File: config.mk
export PLATFORM = sky130hd
export DESIGN_NAME = positional_list_insert_delete_search
export DESIGN_NICKNAME = d
export VERILOG_FILES = /design/src/hdl/pl_pkg.sv /design/src/hdl/pl_cell.sv /design/src/hdl/positional_list_insert_delete_search.sv
export SDC_FILE = /design/constraint.sdc
export NUM_CORES = 2
export LEC_CHECK = 0
export BUFFER_PORTS_ARGS = -buffer_cell sky130_fd_sc_hd__buf_4
export CAP_MARGIN = 5
export CORE_ASPECT_RATIO = 1.2
export CORE_UTILIZATION = 30
export CTS_BUF_LIST = sky130_fd_sc_hd__clkbuf_2 sky130_fd_sc_hd__clkbuf_4 sky130_fd_sc_hd__clkbuf_8
export DETAILED_ROUTE_END_ITERATION = 6
export PLACE_DENSITY = 0.42
export SLEW_MARGIN = 10
export SYNTH_ARGS = -nofsm -noshare
export SYNTH_HDL_FRONTEND = slang
export SYNTH_SLANG_ARGS = --single-unit
File: constraint.sdc
create_clock -name clk -period 7.55 [get_ports clk]
set_input_delay 1.1325 -clock clk [delete_from_list [all_inputs] [get_ports clk]]
set_output_delay 1.1325 -clock clk [all_outputs]
set_load 0.02 [all_outputs]
File: src/hdl/pl_pkg.sv
// package for the positional list block: opcodes, status codes, states
// and the command word that the control hands to every list cell
// no dependencies
`default_nettype none

package pl_pkg;

  // request opcodes
  localparam logic [1:0] OP_INSERT = 2'd0;
  localparam logic [1:0] OP_DELETE = 2'd1;
  localparam logic [1:0] OP_LOCATE = 2'd2;

  // response status codes
  localparam logic [1:0] ST_OK    = 2'd0;
  localparam logic [1:0] ST_RANGE = 2'd1;
  localparam logic [1:0] ST_FULL  = 2'd2;
  localparam logic [1:0] ST_MISS  = 2'd3;

  // width of the value field and of the position fields
  localparam int unsigned VALUE_W = 32;
  localparam int unsigned POS_W   = 5;

  // control state
  typedef enum logic [0:0] {
    PL_IDLE,
    PL_SCAN
  } pl_state_t;

  // command broadcast to every cell at once
  typedef struct packed {
    logic               ins;    // insert at pos0, shift later entries up
    logic               del;    // delete at pos0, shift later entries down
    logic               loc;    // capture match flags against value
    logic               scan;   // shift match flags toward cell zero
    logic [VALUE_W-1:0] value;
  } pl_cmd_t;

endpackage

`default_nettype wire

File: src/hdl/pl_cell.sv
// one cell of the list chain: holds one entry and one match flag
// depends on pl_pkg for the command word
`default_nettype none

module pl_cell #(
  parameter int unsigned INDEX = 0,
  parameter int unsigned PW    = 5
) (
  input  wire logic                           clk,
  input  wire pl_pkg::pl_cmd_t                cmd,
  input  wire logic [PW-1:0]                  pos0,
  input  wire logic [PW-1:0]                  cnt,
  input  wire logic [pl_pkg::VALUE_W-1:0]     left_data,
  input  wire logic [pl_pkg::VALUE_W-1:0]     right_data,
  input  wire logic                           right_match,
  output logic      [pl_pkg::VALUE_W-1:0]     data,
  output logic                                match
);

  localparam logic [PW-1:0] MY_POS = PW'(INDEX);

  // entry: load, take from left on insert, take from right on delete
  always_ff @(posedge clk) begin
    if (cmd.ins) begin
      if (MY_POS == pos0) begin
        data <= cmd.value;
      end else if (MY_POS > pos0) begin
        data <= left_data;
      end
    end else if (cmd.del) begin
      if (MY_POS >= pos0) begin
        data <= right_data;
      end
    end
  end

  // match flag: capture on locate, then shift toward cell zero
  always_ff @(posedge clk) begin
    if (cmd.loc) begin
      match <= (data == cmd.value) && (MY_POS < cnt);
    end else if (cmd.scan) begin
      match <= right_match;
    end
  end

endmodule

`default_nettype wire

File: src/hdl/positional_list_insert_delete_search.sv
// Positional list of up to CAPACITY signed 32-bit entries with insert,
// delete and locate requests.
//
// Request channel: req_valid/req_stall carry opcode, position and value.
// Response channel: rsp_valid/rsp_stall carry status, removed_value,
// found_position and entry_count. Each request gives exactly one response.
//
// Insert and delete are done in the accept cycle by the cell chain: every
// cell from the position on loads, takes its left neighbor's entry or its
// right neighbor's entry at once. Their response is registered and shows in
// the cycle after accept, and a new request is taken every cycle while the
// response side drains. Locate captures a match flag in every cell, then
// shifts the flags toward cell zero one position per cycle; no request is
// taken during the scan.
//
// Reset clears the count and the control; entries hold no reset value.
// While the response is stalled the response register holds its word and
// req_stall stays high until it is taken.
// depends on pl_pkg and pl_cell
`default_nettype none

module positional_list_insert_delete_search #(
  parameter int unsigned CAPACITY = 16
) (
  input  wire logic                              clk,
  input  wire logic                              rst,
  input  wire logic                              req_valid,
  output logic                                   req_stall,
  input  wire logic [1:0]                        opcode,
  input  wire logic [pl_pkg::POS_W-1:0]          position,
  input  wire logic signed [pl_pkg::VALUE_W-1:0] value,
  output logic                                   rsp_valid,
  input  wire logic                              rsp_stall,
  output logic      [1:0]                        status,
  output logic signed [pl_pkg::VALUE_W-1:0]      removed_value,
  output logic      [pl_pkg::POS_W-1:0]          found_position,
  output logic      [pl_pkg::POS_W-1:0]          entry_count
);

  localparam int unsigned CW = $clog2(CAPACITY + 1);
  localparam int unsigned PW = (CW > pl_pkg::POS_W) ? CW : pl_pkg::POS_W;
  localparam int unsigned IW = (CAPACITY > 1) ? $clog2(CAPACITY) : 1;

  pl_pkg::pl_state_t state, state_next;
  logic [CW-1:0] count;
  logic [CW-1:0] count_next;
  logic [CW-1:0] scan_idx;

  logic [pl_pkg::VALUE_W-1:0] cell_data [CAPACITY];
  logic [CAPACITY-1:0]        cell_match;
  pl_pkg::pl_cmd_t            cmd;

  logic          req_accept;
  logic          is_ins, is_del, is_loc;
  logic [PW-1:0] pos_ext, pos0, cnt_ext;
  logic          pos_zero, ins_range, ins_full, ins_ok, del_range, del_ok;
  logic          scan_hit, scan_last, scan_done;
  logic [1:0]    direct_status;
  logic [CW-1:0] scan_pos;

  // request decode and range checks
  assign req_accept = req_valid && !req_stall;
  assign is_ins     = (opcode == pl_pkg::OP_INSERT);
  assign is_del     = (opcode == pl_pkg::OP_DELETE);
  assign is_loc     = (opcode == pl_pkg::OP_LOCATE);
  assign pos_ext    = PW'(position);
  assign cnt_ext    = PW'(count);
  assign pos0       = pos_ext - PW'(1);
  assign pos_zero   = (position == '0);
  assign ins_range  = pos_zero || (pos0 > cnt_ext);
  assign ins_full   = (count == CW'(CAPACITY));
  assign ins_ok     = is_ins && !ins_range && !ins_full;
  assign del_range  = pos_zero || (pos0 >= cnt_ext);
  assign del_ok     = is_del && !del_range;

  // status for insert, delete and unused opcodes
  always_comb begin
    if (is_ins) begin
      direct_status = ins_range ? pl_pkg::ST_RANGE :
                      (ins_full ? pl_pkg::ST_FULL : pl_pkg::ST_OK);
    end else if (is_del) begin
      direct_status = del_range ? pl_pkg::ST_RANGE : pl_pkg::ST_OK;
    end else begin
      direct_status = pl_pkg::ST_RANGE;
    end
  end

  // count after the request
  always_comb begin
    count_next = count;
    if (req_accept && ins_ok) begin
      count_next = count + CW'(1);
    end else if (req_accept && del_ok) begin
      count_next = count - CW'(1);
    end
  end

  // command word for the chain
  always_comb begin
    cmd.ins   = req_accept && ins_ok;
    cmd.del   = req_accept && del_ok;
    cmd.loc   = req_accept && is_loc;
    cmd.scan  = (state == pl_pkg::PL_SCAN);
    cmd.value = value;
  end

  // the cell chain
  for (genvar i = 0; i < CAPACITY; i++) begin : g_cell
    logic [pl_pkg::VALUE_W-1:0] left_d, right_d;
    logic                       right_m;
    if (i == 0) begin : g_first
      assign left_d = '0;
    end else begin : g_mid_l
      assign left_d = cell_data[i-1];
    end
    if (i == CAPACITY - 1) begin : g_last
      assign right_d = '0;
      assign right_m = 1'b0;
    end else begin : g_mid_r
      assign right_d = cell_data[i+1];
      assign right_m = cell_match[i+1];
    end
    pl_cell #(
      .INDEX (i),
      .PW    (PW)
    ) u_cell (
      .clk         (clk),
      .cmd         (cmd),
      .pos0        (pos0),
      .cnt         (cnt_ext),
      .left_data   (left_d),
      .right_data  (right_d),
      .right_match (right_m),
      .data        (cell_data[i]),
      .match       (cell_match[i])
    );
  end

  // scan progress: the head flag belongs to position scan_idx+1
  assign scan_pos  = scan_idx + CW'(1);
  assign scan_hit  = cell_match[0];
  assign scan_last = (scan_pos >= count);
  assign scan_done = (state == pl_pkg::PL_SCAN) && (scan_hit || scan_last);

  // next state
  always_comb begin
    state_next = state;
    unique case (state)
      pl_pkg::PL_IDLE: begin
        if (req_accept && is_loc) begin
          state_next = pl_pkg::PL_SCAN;
        end
      end
      pl_pkg::PL_SCAN: begin
        if (scan_done) begin
          state_next = pl_pkg::PL_IDLE;
        end
      end
      default: state_next = pl_pkg::PL_IDLE;
    endcase
  end

  // request side stall
  always_comb begin
    unique case (state)
      pl_pkg::PL_IDLE: req_stall = rsp_valid && rsp_stall;
      pl_pkg::PL_SCAN: req_stall = 1'b1;
      default:         req_stall = 1'b1;
    endcase
  end

  // state, count and scan index
  always_ff @(posedge clk) begin
    if (rst) begin
      state    <= pl_pkg::PL_IDLE;
      count    <= '0;
      scan_idx <= '0;
    end else begin
      state <= state_next;
      count <= count_next;
      if (req_accept) begin
        scan_idx <= '0;
      end else if (state == pl_pkg::PL_SCAN) begin
        scan_idx <= scan_pos;
      end
    end
  end

  // response valid
  always_ff @(posedge clk) begin
    if (rst) begin
      rsp_valid <= 1'b0;
    end else if ((req_accept && !is_loc) || scan_done) begin
      rsp_valid <= 1'b1;
    end else if (!rsp_stall) begin
      rsp_valid <= 1'b0;
    end
  end

  // response word
  always_ff @(posedge clk) begin
    if (req_accept && !is_loc) begin
      status         <= direct_status;
      removed_value  <= del_ok ? cell_data[pos0[IW-1:0]] : '0;
      found_position <= '0;
      entry_count    <= pl_pkg::POS_W'(count_next);
    end else if (scan_done) begin
      status         <= scan_hit ? pl_pkg::ST_OK : pl_pkg::ST_MISS;
      removed_value  <= '0;
      found_position <= scan_hit ? pl_pkg::POS_W'(scan_pos) : '0;
      entry_count    <= pl_pkg::POS_W'(count);
    end
  end

  // count stays within capacity
  a_count_bound: assert property (@(posedge clk) disable iff (rst)
    count <= CW'(CAPACITY))
    else $error("count exceeds capacity");

  // a successful insert grows the list by one
  a_insert_count: assert property (@(posedge clk) disable iff (rst)
    req_accept && ins_ok |=> count == $past(count) + CW'(1))
    else $error("insert did not grow count");

  // a successful delete shrinks the list by one
  a_delete_count: assert property (@(posedge clk) disable iff (rst)
    req_accept && del_ok |=> count == $past(count) - CW'(1))
    else $error("delete did not shrink count");

  // no request is taken during a scan
  a_scan_stall: assert property (@(posedge clk) disable iff (rst)
    state == pl_pkg::PL_SCAN |-> req_stall)
    else $error("request accepted during scan");

  // a new response word comes only from an accept or a finished scan
  a_rsp_source: assert property (@(posedge clk) disable iff (rst)
    $rose(rsp_valid) |-> $past((req_accept && !is_loc) || scan_done))
    else $error("response without a source");

endmodule

`default_nettype wire
==> impl_results.md <==
- Result of the run: complete, no violations
- Maximum VDD drop: ~0.13 mV
- Cells after Synth: just under 4k
- Arr. time, crit path: ~5.9 ns
- Area delta synth->final: 10.1%
- Routed Antenna Nets: 0
- Die Y: roughly 400 microns
- Initial antenna violation count: 10
- Placed Cells: ~5.4k
- Hold_sp: found_position[4]
- DR vias/cell: roughly 5.5
- Mapped Area: about 40000 sq um
- Clk sinks: about 600
- Fin crit share: 0.695
- Met3 Resource Use GR: 0.0282
- Initial Util: 0.303
- FF-to-FF path depth: 10
- Routability Congestion: approximately 0.95
- Number of gates resized after cts: 0
- Crit path capture type: flip-flop
- Mean Syn Cell Area: 10.2 sq um
- Most common cell after layout, fill and taps aside: nand2_1
- DRC: 0
- Slew @ Worst Pin: ~1.2 ns
- Cell internal pwr: roughly 5.6 mW
- Remaining Overflow, GRT: 0
- Layout Skew: about 0.033 ns
- Relative slew slack: 0.195
- Fin. max-slew vios: 0
- Syn. warnings: 0
- Most frequent cells in the layout: nand2_1, edfxtp_1, mux2i_1
- Power per Cell Area: 186 nW/um^2
- Setup Fix Bufs, Post-CTS: 0
- Worst reg2reg setup slack: approximately 2.9 ns
- Post-DP HPWL: around 130000 microns
- Die width: 333 microns
- # port buffers: 88
- Fin Setup TNS: 0 ns
- Die area: about 130000 sq um
- RSZ-0062 raised after global routing: no
- Flop pwr share: 0.453
- Final Setup Violations: 0
- Synth area leaders: edfxtp_1, mux2i_1, xor2_1
- GR peak layer: met2
- Sequential share of the synthesized area: 0.441
- Clk Tree Root Cell: clkbuf_8
- Latest clock arrival within the worst-skew pair: 0.83 ns
- Vias in the first global route: roughly 30k
- # H-tree levels: 3
- Switch share: 0.301
- GRT Total Usage: 0.261
- First-pass GRT wire length: about 240000 microns
- Yosys reg bits: slightly below 600
- RR Startpoint: cnt_ext[4]
- Clock transition at path regs: about 0.060 ns
- Wire per inst: between 30 and 40 microns
- Core Area: between 100000 and 150000 sq um
- # nets final: 3838
- Pre-antenna DRT Iters: 6
- CTS Buffer Depth: 3
- Worst min path class: flip-flop to flip-flop
- Netlist cell types: between 60 and 70
- Post-synth EDFFs: 567
- TritonCTS buffer count: ~110
- TritonCTS clock tree: done
- Clock share of power: 0.397
- Largest net degree at the start of global routing: between 150 and 200
- Leakage Power: about 16 nW
- Share of the synthesized area in the top cell type: 0.432
- Clock period minus final worst setup slack: ~5.2 ns
- GR Util met2: 0.423
- Comb pwr share: 0.150
- # IOs: 89
- F_max: between 150 and 200 MHz
- Max Cap Viol: 0
- Reg-to-Reg End: g_cell[0].u_cell.data[6]
- Synth async-reset ratio: 0
- Worst Path Required: ~8 ns
- Num rows: roughly 150
- Crit start category: input port
- Share of cells above drive strength 1: 0.121
- Hold_buf cts: 0
- Worst Hold Depth: 1
- Predominant post-synthesis flop cell: edfxtp_1
- Syn nets: 3940
- Wirelength, routed: 176000 microns
- Net switching power: 2.43 mW
- Hold worst-path end: found_position[4]
- Fin cells: approximately 5.6k
- CP max FO: 65
- Initial DRC count: 3150
- WS Path Type: input port to flip-flop
- Cell taking the most area after synthesis: edfxtp_1
- Grt met1 use: 0.336
- Vias: 30.8k
- Final number of hold-violating endpoints: 0
## cells in the mapped netlist, types with 9 or more instances
master	number
a2111oi_0	22
nand4_1	77
nor2_1	101
nor3_1	34
a31oi_1	59
and3_1	45
buf_1	19
ha_1	17
mux4_2	67
o21ai_0	177
a211oi_1	31
nand2_1	667
inv_1	13
a21oi_1	92
buf_4	9
buf_8	9
buf_2	167
nor4_1	84
clkbuf_1	173
mux2i_1	466
dfxtp_1	17
a22o_1	35
xnor2_1	217
xor2_1	306
edfxtp_1	567
o21ai_1	285
nand3_1	11
o221ai_1	18
## worst max-delay path: stages
cell and delay, ns:
buf_6 0.38, inv_2 0.11, ha_4 0.23, nor2b_1 0.21, nor2b_1 0.16, xnor2_1 0.35, inv_1 0.09, ha_1 0.29
and4_1 0.19, nor2b_1 0.15, o31ai_2 0.39, and3b_2 0.37, buf_4 0.53, and3_2 0.97, a22o_1 0.24
## through the flow
stage | worst slack (ns) | area (sq um) | power [mW] | utilization | hold WS [ns]
final | 2.31 | 43400 | 8.08 | 0.333 | 0.472
after CTS | 2.33 | 43400 | 8.14 | 0.333 | 0.474
after detailed placement | 1.42 | 41300 | 4.92 | 0.317 | 0.460
after global placement | 1.46 | 41300 | 4.92 | 0.317 | 0.455
after global routing | 1.95 | 43400 | 8.31 | 0.333 | 0.484
after floorplan | 0.0756 | 39400 | 4.42 | - | 0.485
## power by group through the flow
stage / clock (mW) / combinational [mW] / sequential, mW
global placement: 0 / 1.20 / 3.73
global route: 3.38 / 1.26 / 3.66
CTS: 3.28 / 1.20 / 3.66
detailed placement: 0 / 1.20 / 3.73
floorplan: 0 / 0.703 / 3.71
finish: 3.20 / 1.21 / 3.66
## cell families (layout without fill, tap and decap cells)
family                     after synthesis  after routing  share of synthesized area
and+or+nand+nor                       1053           1053                      0.118
AOI/OAI and AO/OA                      760            760                      0.111
DFF                                    584            584                      0.441
muxes                                  536            536                      0.157
xor gates and xnor gates               525            525                      0.117
buffers and inverters                  405            386                     0.0501
adders and majority gates               17             17                    0.00540
other                                    0              3                          0
## state kept, by name, summed over array words and instances (netlist names)
| name | flops |
|---|---|
| g_cell.u_cell.data | 512 |
| removed_value | 32 |
| g_cell.u_cell.match | 16 |
| cnt_ext | 5 |
| entry_count | 5 |
| found_position | 5 |
| scan_idx | 5 |
| status | 2 |
| rsp_valid | 1 |
| state | 1 |
## cell type report
cell class	instances	area, sq um
diodes	3	7.51
well taps	1690	2110
clock buffers	165	2000
clock inverters	33	135
multi-input cells	2891	20300
flip-flops and latches	584	17400
inverters	17	65.1
repair buffers	171	1390
fillers	13400	86900
## metal layers
metal | wire length, microns | vias up
met5 | 30 | -
met4 | 11100 | 4
met3 | 9590 | 281
met2 | 82600 | 1207
met1 | 72900 | 15400
li1 | - | 13900
## worst max-delay path by stage
stage / cells past startpoint / from / endpoint / slack [ns]
floorplan: 17 / position[0] / g_cell[5].u_cell.data[0] / 0.08
global placement: 15 / position[0] / g_cell[0].u_cell.data[15] / 1.46
detailed placement: 15 / position[0] / g_cell[0].u_cell.data[8] / 1.42
CTS: 15 / position[0] / g_cell[0].u_cell.data[19] / 2.33
global route: 15 / position[0] / g_cell[0].u_cell.data[29] / 1.95
finish: 15 / position[0] / g_cell[0].u_cell.data[6] / 2.31
No activity file was read; power rests on OpenSTA's default activity.
